**config.mk**
```make
export PLATFORM = sky130hd
export DESIGN_NAME = int_to_ascii_digits
export DESIGN_NICKNAME = d
export VERILOG_FILES = /design/src/i2a_pkg.sv /design/src/i2a_front.sv /design/src/i2a_queue.sv /design/src/i2a_back.sv /design/src/int_to_ascii_digits.sv
export SDC_FILE = /design/constraint.sdc
export NUM_CORES = 1
export LEC_CHECK = 0
export BUFFER_PORTS_ARGS = -buffer_cell sky130_fd_sc_hd__buf_2
export CORE_AREA = 2 2 196 198
export CTS_CLUSTER_SIZE = 20
export DETAILED_ROUTE_END_ITERATION = 7
export DIE_AREA = 0 0 198 200
export HOLD_SLACK_MARGIN = 0.08
export PLACE_DENSITY_LB_ADDON = 0.05
export SYNTH_ARGS = -nofsm -noshare
export SYNTH_HDL_FRONTEND = slang
export SYNTH_HIERARCHICAL = 1
export SYNTH_SLANG_ARGS = --single-unit
```
**constraint.sdc**
```tcl
create_clock -name clock -period 7.86 [get_ports clock]
set_input_delay 1.572 -clock clock [delete_from_list [all_inputs] [get_ports clock]]
set_output_delay 1.572 -clock clock [all_outputs]
set_load 0.01 [all_outputs]
```
**src/i2a_pkg.sv**
```systemverilog
// Shared types, constants and functions of the integer to ASCII converter.
package i2a_pkg;

   localparam int VAL_W   = 64;
   localparam int NDIG    = 20;
   localparam int DIG_W   = NDIG * 4;
   localparam int POS_W   = $clog2(NDIG + 1);
   localparam int CNT_W   = $clog2(VAL_W);
   localparam int QDEPTH  = 2;
   localparam int QPTR_W  = $clog2(QDEPTH);
   localparam int QCNT_W  = $clog2(QDEPTH + 1);

   localparam logic [6:0] CH_ZERO  = 7'h30;
   localparam logic [6:0] CH_A     = 7'h61;
   localparam logic [6:0] CH_X     = 7'h78;
   localparam logic [6:0] CH_MINUS = 7'h2d;

   localparam logic [2:0] OP_S32DEC = 3'd0;
   localparam logic [2:0] OP_U32DEC = 3'd1;
   localparam logic [2:0] OP_S64DEC = 3'd2;
   localparam logic [2:0] OP_U64DEC = 3'd3;
   localparam logic [2:0] OP_HEX64  = 3'd4;

   typedef struct packed {
      logic [VAL_W-1:0] mag;
      logic             hex;
      logic             neg;
   } i2a_job_type;

   typedef enum logic [6:0] {
      S_IDLE  = 7'b0000001,
      S_CONV  = 7'b0000010,
      S_TRIM  = 7'b0000100,
      S_SIGN  = 7'b0001000,
      S_ZERO  = 7'b0010000,
      S_X     = 7'b0100000,
      S_DIGIT = 7'b1000000
   } back_state_type;

   function automatic logic [6:0] hex_char(input logic [3:0] nib);
      logic [6:0] c;
      if (nib < 4'd10) begin
         c = CH_ZERO + {3'b000, nib};
      end else begin
         c = CH_A + {3'b000, nib} - 7'd10;
      end
      return c;
   endfunction

endpackage

```
**src/i2a_front.sv**
```systemverilog
// Front part: classifies an accepted word into magnitude, base and sign.
module i2a_front
   import i2a_pkg::*;
(
   input  logic              req_push,
   input  logic              q_full,
   input  logic [2:0]        req_operation,
   input  logic [VAL_W-1:0]  req_value,
   output logic              job_valid,
   output i2a_job_type       job
);

   logic op_ok;
   logic [31:0] low32;

   assign low32 = req_value[31:0];

   always_comb begin
      op_ok   = 1'b1;
      job.mag = req_value;
      job.hex = 1'b0;
      job.neg = 1'b0;
      unique case (req_operation)
         OP_S32DEC: begin
            job.neg = low32[31];
            job.mag = {32'd0, (low32[31] ? (~low32 + 32'd1) : low32)};
         end
         OP_U32DEC: begin
            job.mag = {32'd0, low32};
         end
         OP_S64DEC: begin
            job.neg = req_value[VAL_W-1];
            job.mag = req_value[VAL_W-1] ? (~req_value + {{(VAL_W-1){1'b0}}, 1'b1})
                                         : req_value;
         end
         OP_U64DEC: begin
            job.mag = req_value;
         end
         OP_HEX64: begin
            job.hex = 1'b1;
         end
         default: begin
            op_ok = 1'b0;
         end
      endcase
   end

   // drop undefined operations
   assign job_valid = req_push & ~q_full & op_ok;

endmodule

```
**src/i2a_queue.sv**
```systemverilog
// Short job queue between the front and back parts.
module i2a_queue
   import i2a_pkg::*;
(
   input  logic         clock,
   input  logic         reset,
   input  logic         wr_en,
   input  i2a_job_type  wr_job,
   output logic         full,
   input  logic         rd_en,
   output logic         rd_valid,
   output i2a_job_type  rd_job
);

   i2a_job_type       mem_ff [QDEPTH];
   logic [QPTR_W-1:0] wr_ptr_ff, wr_ptr_in;
   logic [QPTR_W-1:0] rd_ptr_ff, rd_ptr_in;
   logic [QCNT_W-1:0] count_ff, count_in;
   logic              do_wr, do_rd;

   assign full     = (count_ff == QCNT_W'(QDEPTH));
   assign rd_valid = (count_ff != '0);
   assign rd_job   = mem_ff[rd_ptr_ff];
   assign do_wr    = wr_en & ~full;
   assign do_rd    = rd_en & rd_valid;

   always_comb begin
      wr_ptr_in = wr_ptr_ff;
      rd_ptr_in = rd_ptr_ff;
      count_in  = count_ff;
      if (do_wr) begin
         wr_ptr_in = (wr_ptr_ff == QPTR_W'(QDEPTH - 1)) ? '0 : wr_ptr_ff + 1'b1;
      end
      if (do_rd) begin
         rd_ptr_in = (rd_ptr_ff == QPTR_W'(QDEPTH - 1)) ? '0 : rd_ptr_ff + 1'b1;
      end
      if (do_wr && !do_rd) begin
         count_in = count_ff + 1'b1;
      end else if (!do_wr && do_rd) begin
         count_in = count_ff - 1'b1;
      end
   end

   always_ff @(posedge clock) begin
      if (reset) begin
         wr_ptr_ff <= '0;
         rd_ptr_ff <= '0;
         count_ff  <= '0;
      end else begin
         wr_ptr_ff <= wr_ptr_in;
         rd_ptr_ff <= rd_ptr_in;
         count_ff  <= count_in;
      end
   end

   always_ff @(posedge clock) begin
      if (do_wr) begin
         mem_ff[wr_ptr_ff] <= wr_job;
      end
   end

endmodule

```
**src/i2a_back.sv**
```systemverilog
// Back part: shift-add-3 decimal conversion, leading zero trim and character output.
module i2a_back
   import i2a_pkg::*;
(
   input  logic         clock,
   input  logic         reset,
   input  logic         q_valid,
   input  i2a_job_type  q_job,
   output logic         q_pop,
   input  logic         rsp_pop,
   output logic         rsp_empty,
   output logic [6:0]   rsp_ch,
   output logic         rsp_last
);

   back_state_type    state_ff, state_in;
   logic [DIG_W-1:0]  dig_ff, dig_in;
   logic [VAL_W-1:0]  sh_ff, sh_in;
   logic [CNT_W-1:0]  cnt_ff, cnt_in;
   logic [POS_W-1:0]  pos_ff, pos_in;
   logic              neg_ff, neg_in;
   logic              hex_ff, hex_in;
   logic              valid_ff, valid_in;
   logic [6:0]        ch_ff, ch_in;
   logic              last_ff, last_in;
   logic              emit_ok;
   logic [DIG_W-1:0]  adj;
   logic [3:0]        top_nib;

   assign emit_ok   = ~valid_ff | rsp_pop;
   assign rsp_empty = ~valid_ff;
   assign rsp_ch    = ch_ff;
   assign rsp_last  = last_ff;
   assign top_nib   = dig_ff[DIG_W-1 -: 4];
   assign q_pop     = (state_ff == S_IDLE) & q_valid;

   always_comb begin
      for (int i = 0; i < NDIG; i++) begin
         adj[i*4 +: 4] = (dig_ff[i*4 +: 4] >= 4'd5) ? dig_ff[i*4 +: 4] + 4'd3
                                                     : dig_ff[i*4 +: 4];
      end
   end

   always_comb begin
      state_in = state_ff;
      dig_in   = dig_ff;
      sh_in    = sh_ff;
      cnt_in   = cnt_ff;
      pos_in   = pos_ff;
      neg_in   = neg_ff;
      hex_in   = hex_ff;
      valid_in = valid_ff & ~rsp_pop;
      ch_in    = ch_ff;
      last_in  = last_ff;
      unique case (state_ff)
         S_IDLE: begin
            if (q_valid) begin
               neg_in = q_job.neg;
               hex_in = q_job.hex;
               pos_in = POS_W'(NDIG);
               cnt_in = '0;
               sh_in  = q_job.mag;
               if (q_job.hex) begin
                  dig_in   = {{(DIG_W-VAL_W){1'b0}}, q_job.mag};
                  state_in = S_TRIM;
               end else begin
                  dig_in   = '0;
                  state_in = S_CONV;
               end
            end
         end
         S_CONV: begin
            {dig_in, sh_in} = {adj[DIG_W-2:0], sh_ff, 1'b0};
            cnt_in = cnt_ff + 1'b1;
            if (cnt_ff == CNT_W'(VAL_W - 1)) begin
               state_in = S_TRIM;
            end
         end
         S_TRIM: begin
            if (top_nib == 4'd0 && pos_ff > POS_W'(1)) begin
               dig_in = {dig_ff[DIG_W-5:0], 4'd0};
               pos_in = pos_ff - 1'b1;
            end else if (neg_ff) begin
               state_in = S_SIGN;
            end else if (hex_ff) begin
               state_in = S_ZERO;
            end else begin
               state_in = S_DIGIT;
            end
         end
         S_SIGN: begin
            if (emit_ok) begin
               valid_in = 1'b1;
               ch_in    = CH_MINUS;
               last_in  = 1'b0;
               state_in = S_DIGIT;
            end
         end
         S_ZERO: begin
            if (emit_ok) begin
               valid_in = 1'b1;
               ch_in    = CH_ZERO;
               last_in  = 1'b0;
               state_in = S_X;
            end
         end
         S_X: begin
            if (emit_ok) begin
               valid_in = 1'b1;
               ch_in    = CH_X;
               last_in  = 1'b0;
               state_in = S_DIGIT;
            end
         end
         S_DIGIT: begin
            if (emit_ok) begin
               valid_in = 1'b1;
               ch_in    = hex_char(top_nib);
               last_in  = (pos_ff == POS_W'(1));
               dig_in   = {dig_ff[DIG_W-5:0], 4'd0};
               pos_in   = pos_ff - 1'b1;
               if (pos_ff == POS_W'(1)) begin
                  state_in = S_IDLE;
               end
            end
         end
         default: begin
            state_in = S_IDLE;
         end
      endcase
   end

   always_ff @(posedge clock) begin
      if (reset) begin
         state_ff <= S_IDLE;
         valid_ff <= 1'b0;
      end else begin
         state_ff <= state_in;
         valid_ff <= valid_in;
      end
   end

   always_ff @(posedge clock) begin
      dig_ff  <= dig_in;
      sh_ff   <= sh_in;
      cnt_ff  <= cnt_in;
      pos_ff  <= pos_in;
      neg_ff  <= neg_in;
      hex_ff  <= hex_in;
      ch_ff   <= ch_in;
      last_ff <= last_in;
   end

endmodule

```
**src/int_to_ascii_digits.sv**
```systemverilog
// Top level of the integer to ASCII converter.
// Usage:
//   Input queue: drive req_operation and req_value and raise req_push; the word
//   is taken on a clock edge with req_push high and req_full low. Operations
//   0..4 select signed/unsigned 32-bit decimal, signed/unsigned 64-bit decimal
//   and 64-bit hex with a 0x prefix; codes 5..7 are taken and produce nothing.
//   Result queue: while rsp_empty is low, rsp_ch holds the next character and
//   rsp_last marks the final character of a value; raise rsp_pop to take it.
//   Characters leave most significant first, one per cycle at most.
// Conversion:
//   Decimal words go through a one-bit-per-cycle shift-add-3 converter: the
//   back part loads the word, converts it, drops leading zero digits, then
//   sends a minus sign when the value is negative and then the digits. Hex
//   words skip the converter. Words pass through a two-entry job queue,
//   which lets new words be taken while the back part is busy.
// Reset clears both queues and the converter; no word is in flight after it.
// When the receiver stalls, the current character holds and the back part
// waits; req_full rises once the job queue fills.
module int_to_ascii_digits
   import i2a_pkg::*;
(
   input  logic              clock,
   input  logic              reset,
   input  logic              req_push,
   output logic              req_full,
   input  logic [2:0]        req_operation,
   input  logic [VAL_W-1:0]  req_value,
   output logic              rsp_empty,
   input  logic              rsp_pop,
   output logic [6:0]        rsp_ch,
   output logic              rsp_last
);

   logic        job_valid;
   i2a_job_type job;
   logic        q_pop;
   logic        q_valid;
   i2a_job_type q_job;

   i2a_front u_front (
      .req_push      (req_push),
      .q_full        (req_full),
      .req_operation (req_operation),
      .req_value     (req_value),
      .job_valid     (job_valid),
      .job           (job)
   );

   i2a_queue u_queue (
      .clock    (clock),
      .reset    (reset),
      .wr_en    (job_valid),
      .wr_job   (job),
      .full     (req_full),
      .rd_en    (q_pop),
      .rd_valid (q_valid),
      .rd_job   (q_job)
   );

   i2a_back u_back (
      .clock     (clock),
      .reset     (reset),
      .q_valid   (q_valid),
      .q_job     (q_job),
      .q_pop     (q_pop),
      .rsp_pop   (rsp_pop),
      .rsp_empty (rsp_empty),
      .rsp_ch    (rsp_ch),
      .rsp_last  (rsp_last)
   );

endmodule

```
==> results of run 1 <==
-- area by class of cell --
cell class	instances	area [sq um]	area share, %
Timing Repair Buffer	92	490	2.61
Multi-Input combinational cell	1078	7000	37.2
Tap cell	511	639	3.40
Inverter	64	240	1.28
Clock inverter	16	183	0.971
Clock buffer	51	1080	5.75
Sequential cell	310	9180	48.8
-- placed cells by master, fill, tap and decap left out, types with 12 or more instances in the layout --
cell,instances
sky130_fd_sc_hd__buf_2,80
sky130_fd_sc_hd__mux2_2,69
sky130_fd_sc_hd__nand2b_1,27
sky130_fd_sc_hd__xnor2_1,48
sky130_fd_sc_hd__clkbuf_16,39
sky130_fd_sc_hd__inv_1,63
sky130_fd_sc_hd__nor3b_1,22
sky130_fd_sc_hd__buf_4,12
sky130_fd_sc_hd__nand2_1,275
sky130_fd_sc_hd__nand3_1,42
sky130_fd_sc_hd__a21oi_1,89
sky130_fd_sc_hd__dfxtp_1,12
sky130_fd_sc_hd__nor2b_1,18
sky130_fd_sc_hd__a221o_1,60
sky130_fd_sc_hd__xor2_1,17
sky130_fd_sc_hd__o31ai_1,16
sky130_fd_sc_hd__or3_1,33
sky130_fd_sc_hd__nor2_1,94
sky130_fd_sc_hd__o21ai_0,57
sky130_fd_sc_hd__ha_1,47
sky130_fd_sc_hd__edfxtp_1,297
sky130_fd_sc_hd__or4_1,15
sky130_fd_sc_hd__nor3_1,20
sky130_fd_sc_hd__a211oi_1,17
sky130_fd_sc_hd__o22ai_1,13
-- metal layers --
| layer | up-vias | part of all wire, % | GRT usage (%) |
|---|---|---|---|
| li1 | 5735 | - | - |
| met1 | 5786 | 46 | 28.3 |
| met2 | 249 | 47 | 34.5 |
| met3 | 69 | 4.0 | 3.11 |
| met4 | 2 | 2.6 | 7.07 |
| met5 | - | 0.034 | 0 |
-- worst paths after layout --
kind	end	cells after the start
min	u_queue/wr_ptr_ff$_SDFFE_PP0P_	2
max	u_queue/mem_ff[0][54]$_DFFE_PP_	9
min reg2reg	u_queue/wr_ptr_ff$_SDFFE_PP0P_	2
max reg2reg	u_back/dig_ff[38]$_DFFE_PP_	7
-- worst reg2reg max path, cell delays in order, from the launching register on --
cell	delay [ns]
sky130_fd_sc_hd__dfxtp_1	0.57
sky130_fd_sc_hd__nor3_4	0.09
sky130_fd_sc_hd__nand2_2	0.16
sky130_fd_sc_hd__or2_4	0.16
sky130_fd_sc_hd__buf_4	0.72
sky130_fd_sc_hd__buf_4	0.75
sky130_fd_sc_hd__a211oi_1	0.17
sky130_fd_sc_hd__a221o_1	0.29
-- flip-flops by register name, summed over array words and instances (netlist names), 2 cells and up, named ones only --
name and count:
u_back/rsp_ch 7, u_back/sh_ff 64, u_queue/mem_ff 132, u_back/dig_ff 80, u_back/pos_ff 5, u_back/cnt_ff 6, u_back/state_ff 7, u_queue/count_ff 2
-- cell families after synthesis --
kind of cell               Yosys count  synth area share [%]
DFF                                310                  54.8
other                                1                0.0224
muxes                               73                  4.87
xor gates and xnor gates            65                  3.40
and+or+nand+nor                    597                  17.3
adders and majority gates           47                  3.51
AOI/OAI and AO/OA                  295                  12.3
buffers and inverters              135                  3.84
-- power by group through the flow --
stage	Combinational, W	Clock [W]	Sequential, W
floorplan	0.00162	0	0.00293
global placement	0.00209	0	0.00302
detailed placement	0.00212	0	0.00303
CTS	0.00213	0.00181	0.00301
global route	0.00238	0.00187	0.00308
finish	0.00210	0.00176	0.00300
-- metrics by stage --
| stage | area [sq um] | worst slack (ns) | utilization, % | power (W) | instances |
|---|---|---|---|---|---|
| 2_1_floorplan | 16800 | 2.26 | - | 0.00455 | 1523 |
| 3_3_place_gp | 17500 | 3.50 | 46.9 | 0.00511 | 2055 |
| 3_5_place_dp | 17500 | 3.42 | 46.9 | 0.00515 | 2055 |
| 4_1_cts | 18800 | 3.99 | 50.3 | 0.00695 | 2122 |
| 5_1_grt | 18800 | 3.84 | 50.3 | 0.00733 | 2122 |
| 6_report | 18800 | 3.91 | 50.3 | 0.00687 | 2122 |
==> tab_implementation.tex, run 1 <==
\begin{tabular}{lr}
\hline
Metric & Value \\
\hline
\multicolumn{2}{l}{\textbf{Global routing}} \\
Global-route wire length before repair & 63.8 mm \\
Pin count of the biggest net entering global routing & 89 \\
Via count of the first global-routing pass & 11274 \\
Overflow after GRT & 0 \\
Number of antenna violations at the first check in global routing & 1 \\
Overall fraction of global-route tracks in use & 20.9\% \\
\multicolumn{2}{l}{\textbf{Timing}} \\
Tightest hold margin & 0.499 ns \\
Highest clock frequency the design can meet & 253 MHz \\
Final setup viols & 0 \\
Final critical path time including I/O delays and setup & 3.95 ns \\
Final max-slew violation count & 0 \\
Tcrit/Tclk final & 50.2\% \\
Final Hold Vio Count & 0 \\
Relative slew slack & 26.1\% \\
Final Skew & 0.0155 ns \\
Setup repair after global routing missed its margin & no \\
Transition time at the pin with the least slew margin & 1.11 ns \\
Total Neg Setup Slack & 0 ns \\
\multicolumn{2}{l}{\textbf{Final layout}} \\
Fraction of final layout cells with drive strength greater than 1 & 16.1\% \\
Total inserted antenna cells & 0 \\
Area Overhead vs Synth & 12.2\% \\
Filler instances & 3411 \\
Number of nets in the final layout & 1701 \\
\multicolumn{2}{l}{\textbf{Pwr}} \\
Leak pwr & 6.84 nW \\
IR Drop Worst-Case VDD & 0.000316 V \\
PD cells & 365 nW/um\^{}2 \\
Share of total power in the clock network & 25.7\% \\
Cell internal power dissipation & 0.00451 W \\
Relative contribution of combinational cells to total power & 30.6\% \\
Part of the total power dissipated in sequential elements & 43.7\% \\
Net Switching & 0.00236 W \\
Switching Fraction & 34.4\% \\
\multicolumn{2}{l}{\textbf{Drt}} \\
Routed length per instance & 19.3 um \\
Drt total wl & 40.9 mm \\
DR iter-0 viols & 724 \\
Via total after detailed routing & 11841 \\
Via density per instance & 5.58 \\
Post-route DRC violation count & 0 \\
First drt pass iteration count & 5 \\
Count of antenna-violating nets left after detailed routing & 0 \\
\multicolumn{2}{l}{\textbf{Floorplanning}} \\
Total Die Area & 39600 sq um \\
Standard-cell rows & 71 \\
Number of top-level pins & 81 \\
Horizontal extent of the die & 198 um \\
Starting density of the core & 44.8\% \\
Standard cell core area & 37400 sq um \\
Vert. Die Dim & 200 um \\
\multicolumn{2}{l}{\textbf{Synth}} \\
Synthesized flop and latch total & 310 \\
Dominant synthesized flop cell & sky130\_fd\_sc\_hd\_\_edfxtp\_1 \\
Number of distinct standard cells referenced by the synthesized netlist & 75 \\
EDFF count, synth & 297 \\
Dominant cells by area after synthesis & sky130\_fd\_sc\_hd\_\_edfxtp\_1, sky130\_fd\_sc\_hd\_\_nand2\_1, sky130\_fd\_sc\_hd\_\_mux2\_2, sky130\_fd\_sc\_hd\_\_a221o\_1, sky130\_fd\_sc\_hd\_\_ha\_1 \\
Top cell type's share of synthesized area & 53.2\% \\
Most frequent cell after synthesis & sky130\_fd\_sc\_hd\_\_edfxtp\_1 \\
Synthesized area divided by synthesized cell count & 11.0 sq um \\
Synth Cell Area & 16800 sq um \\
Most used standard cells in the synthesized netlist & sky130\_fd\_sc\_hd\_\_edfxtp\_1, sky130\_fd\_sc\_hd\_\_nand2\_1, sky130\_fd\_sc\_hd\_\_nor2\_1 \\
Cell type with the highest aggregate area in the netlist & sky130\_fd\_sc\_hd\_\_edfxtp\_1 \\
Seq/Total Area, Yosys & 54.8\% \\
Warnings from Yosys & 6 \\
Mapped Cells & 1523 \\
Post-synth net total & 1641 \\
Proportion of register bits with asynchronous set or reset after synthesis & 0\% \\
\multicolumn{2}{l}{\textbf{Flow run}} \\
Number of max-cap violations & 0 \\
\multicolumn{2}{l}{\textbf{Clocking}} \\
Buffer levels on the longest clock path & 3 \\
Clock sinks & 310 \\
TritonCTS clock tree & done \\
Clock latency reported for the late side of the worst-skew pair & 0.54 ns \\
Buffers inserted by post-CTS timing repair & 0 \\
Post\_cts resized & 0 \\
\# H-tree levels & 2 \\
Clock root buffer master & sky130\_fd\_sc\_hd\_\_clkbuf\_16 \\
Hold-fix buffer count after cts & 0 \\
Clock transition at the registers of the reported paths & 0.05 ns \\
Cts bufs inserted & 37 \\
\multicolumn{2}{l}{\textbf{Worst setup path}} \\
Maximum net fanout on the critical path & 8 \\
Crit path cell chain & buf\_2 -> inv\_1 -> ha\_1 -> or3b\_2 -> nor3\_4 -> nand4\_1 -> o41ai\_1 -> or3\_1 -> nand3\_1 \\
Crit end category & flip-flop \\
Startpoint Class & input pin \\
Critical Setup Path Class & input pin to flip-flop \\
Gate family responsible for the most delay along the worst path & simple AND/OR/NAND/NOR gates \\
CP peak stage delay & 0.55 ns \\
Arrival @ worst endpoint & 4.22 ns \\
Launching point of the worst reg2reg path & u\_back/state\_ff[4]\$\_SDFFE\_PP0P\_ \\
Required time at the endpoint of the critical path & 8.13 ns \\
Buffering stage count on the worst path with inverters included & 2 \\
Slowest stage cell on the critical path & sky130\_fd\_sc\_hd\_\_or3b\_2 \\
Worst-case register-to-register setup slack & 4.70 ns \\
Setup crit start & req\_value[1] \\
\multicolumn{2}{l}{\textbf{Placement}} \\
Placer's final routability congestion estimate & 0.845 \\
DP Wirelength & 26.5 mm \\
Number of input and output port buffers inserted & 80 \\
\multicolumn{2}{l}{\textbf{Worst hold path}} \\
HP Start & u\_queue/wr\_ptr\_ff\$\_SDFFE\_PP0P\_ \\
Path type of the worst min-delay path & flip-flop to flip-flop \\
\multicolumn{2}{l}{\textbf{Status}} \\
Outcome & completed \\
\hline
\end{tabular}
Note: power is estimated with default switching activity, not from simulation.
==> run 2, diff against run 1 <==
Clock period 7.86 ns to 4 ns, I/O delays scaled along.
==> tab_implementation.tex, run 2 (synthesized netlist as in run 1, its figures left out) <==
\begin{tabular}{lr}
\hline
Metric & Value \\
\hline
\multicolumn{2}{l}{\textbf{Status}} \\
Outcome & completed \\
\multicolumn{2}{l}{\textbf{Timing}} \\
Final max-slew violation count & 0 (unchanged) \\
Transition time at the pin with the least slew margin & 1.02 ns (-0.0877 ns) \\
Worst-case setup margin in the final layout & 0.852 ns (-3.06 ns) \\
Total Neg Setup Slack & 0 ns (unchanged) \\
Final critical path time including I/O delays and setup & 3.15 ns \\
Tcrit/Tclk final & 78.7\% \\
Relative slew slack & 32.0\% (+5.8 points) \\
Final Skew & 0.0151 ns (-0.000412 ns) \\
Highest clock frequency the design can meet & 318 MHz \\
Final Hold Vio Count & 0 (unchanged) \\
Final setup viols & 0 (unchanged) \\
Setup repair after global routing missed its margin & no \\
\multicolumn{2}{l}{\textbf{Pwr}} \\
Share of total power in the clock network & 25.2\% (-0.5 points) \\
Power after layout & 0.0134 W (+96\%) \\
Leak pwr & 6.90 nW (+0.88\%) \\
Relative contribution of combinational cells to total power & 31.4\% (+0.8 points) \\
Switching Fraction & 34.4\% (+0.050 points) \\
PD cells & 710 nW/um\^{}2 (+95\%) \\
Part of the total power dissipated in sequential elements & 43.4\% (-0.3 points) \\
Cell internal power dissipation & 0.00882 W (+96\%) \\
Net Switching & 0.00462 W (+96\%) \\
IR Drop Worst-Case VDD & 0.000638 V (+100\%) \\
\multicolumn{2}{l}{\textbf{Worst setup path}} \\
Maximum net fanout on the critical path & 6 (-2) \\
Crit end category & flip-flop \\
Critical Setup Path Class & input pin to flip-flop \\
Setup crit start & req\_value[0] \\
Arrival @ worst endpoint & 3.42 ns (-0.80 ns) \\
Startpoint Class & input pin \\
Launching point of the worst reg2reg path & u\_back/state\_ff[2]\$\_SDFFE\_PP0P\_ \\
Required time at the endpoint of the critical path & 4.27 ns (-3.86 ns) \\
\multicolumn{2}{l}{\textbf{Final layout}} \\
Fraction of final layout cells with drive strength greater than 1 & 16.4\% (+0.22 points) \\
Filler instances & 3433 (+0.64\%) \\
Area Overhead vs Synth & 12.9\% \\
Most frequent standard cell in the layout excluding fill and tap cells & sky130\_fd\_sc\_hd\_\_edfxtp\_1 \\
Number of nets in the final layout & 1716 (+0.88\%) \\
Register with the most flip-flops & u\_queue/mem\_ff \\
Total inserted antenna cells & 0 (unchanged) \\
Commonest cells after routing, fill and taps aside & sky130\_fd\_sc\_hd\_\_edfxtp\_1, sky130\_fd\_sc\_hd\_\_nand2\_1, sky130\_fd\_sc\_hd\_\_nor2\_1 \\
Top flop regs & u\_queue/mem\_ff x132, u\_back/dig\_ff x80, u\_back/sh\_ff x64 \\
Largest register FFs & 132 (unchanged) \\
\multicolumn{2}{l}{\textbf{Clocking}} \\
Clock latency reported for the late side of the worst-skew pair & 0.54 ns (about the same) \\
\# H-tree levels & 2 (unchanged) \\
Clock sinks & 310 (unchanged) \\
Cts bufs inserted & 38 (+2.7\%) \\
Post\_cts resized & 0 (unchanged) \\
Clock root buffer master & sky130\_fd\_sc\_hd\_\_clkbuf\_16 \\
Buffer levels on the longest clock path & 3 (unchanged) \\
Hold-fix buffer count after cts & 0 (unchanged) \\
TritonCTS clock tree & done \\
Clock transition at the registers of the reported paths & 0.05 ns (about the same) \\
Buffers inserted by post-CTS timing repair & 0 (unchanged) \\
\multicolumn{2}{l}{\textbf{Floorplanning}} \\
Vert. Die Dim & 200 um (unchanged) \\
Horizontal extent of the die & 198 um (unchanged) \\
Standard-cell rows & 71 (unchanged) \\
Total Die Area & 39600 sq um (unchanged) \\
Number of top-level pins & 81 (unchanged) \\
Standard cell core area & 37400 sq um (unchanged) \\
Starting density of the core & 44.8\% (unchanged) \\
\multicolumn{2}{l}{\textbf{Global routing}} \\
Via count of the first global-routing pass & 11427 (+1.4\%) \\
Pin count of the biggest net entering global routing & 71 (-20\%) \\
Number of antenna violations at the first check in global routing & 0 (-1) \\
Global-route wire length before repair & 64.1 mm (+0.55\%) \\
Overall fraction of global-route tracks in use & 21.0\% (+0.17 points) \\
Overflow after GRT & 0 (unchanged) \\
\multicolumn{2}{l}{\textbf{Drt}} \\
Routed length per instance & 19.1 um (-1.1\%) \\
Count of antenna-violating nets left after detailed routing & 0 (unchanged) \\
Post-route DRC violation count & 0 (unchanged) \\
First drt pass iteration count & 5 (unchanged) \\
Via total after detailed routing & 11833 (-0.068\%) \\
Via density per instance & 5.54 (-0.77\%) \\
Drt total wl & 40.7 mm (-0.38\%) \\
DR iter-0 viols & 738 (+1.9\%) \\
\multicolumn{2}{l}{\textbf{Placement}} \\
Setup slack after placement & 0.361 ns (-3.06 ns) \\
Placer's final routability congestion estimate & 0.793 (-6.2\%) \\
Number of input and output port buffers inserted & 80 (unchanged) \\
DP Wirelength & 27.1 mm (+2.4\%) \\
\multicolumn{2}{l}{\textbf{Flow run}} \\
Number of max-cap violations & 0 (unchanged) \\
\multicolumn{2}{l}{\textbf{Worst hold path}} \\
HP Start & u\_queue/wr\_ptr\_ff\$\_SDFFE\_PP0P\_ \\
Path type of the worst min-delay path & flip-flop to flip-flop \\
\hline
\end{tabular}
## run 2: metrics by stage
step                      std cells  cell area (sq um)  utilization [%]  hold slack, ns
after floorplan                1523              16800                -           0.452
after global placement         2069              17700             47.3           0.473
after detailed placement       2069              17700             47.3           0.490
after CTS                      2137              18900             50.6           0.476
after global routing           2137              18900             50.6           0.503
final                          2137              18900             50.6           0.494
## run 2: worst paths after layout
check | endpoint | slack (ns) | depth (start not counted)
worst max-delay path | u_queue/mem_ff[1][62]$_DFFE_PP_ | 0.85 | 9
worst min-delay path | u_queue/wr_ptr_ff$_SDFFE_PP0P_ | 0.49 | 2
worst max register to register | u_back/dig_ff[54]$_DFFE_PP_ | 1.11 | 6
worst min register to register | u_queue/wr_ptr_ff$_SDFFE_PP0P_ | 0.49 | 2
## run 2: layout make-up
cell class | instances | area, sq um | area share (%)
Clock buffer | 52 | 1080 | 5.69
Inverter | 64 | 240 | 1.27
Sequential cell | 310 | 9180 | 48.5
Timing Repair Buffer | 106 | 646 | 3.41
Tap cell | 511 | 639 | 3.38
Multi-Input combinational cell | 1078 | 6990 | 36.9
Clock inverter | 16 | 153 | 0.807
## run 2: routing by layer
metal  vias up  part of all wire [%]  track usage [%]
met2       212                    48             35.4
li1       5761                     -                -
met5         -                     0                0
met1      5806                    46             28.6
met4         0                   2.2             6.43
met3        54                   3.6             2.62
## run 2: critical path, cell delays in order
cell and delay [ns]:
sky130_fd_sc_hd__buf_2 0.13, sky130_fd_sc_hd__inv_1 0.06, sky130_fd_sc_hd__ha_1 0.18, sky130_fd_sc_hd__or3b_2 0.56
sky130_fd_sc_hd__nor3_1 0.48, sky130_fd_sc_hd__nand4_1 0.44, sky130_fd_sc_hd__nor4_1 0.51, sky130_fd_sc_hd__or3_1 0.17
sky130_fd_sc_hd__nand3_1 0.08
## run 2: power groups by stage
stage                     sequential [W]  clock (W)  combinational, W
after detailed placement         0.00589          0           0.00425
after floorplan                  0.00573          0           0.00319
final                            0.00584    0.00338           0.00422
after global routing             0.00598    0.00360           0.00476
after CTS                        0.00584    0.00348           0.00428
after global placement           0.00587          0           0.00416
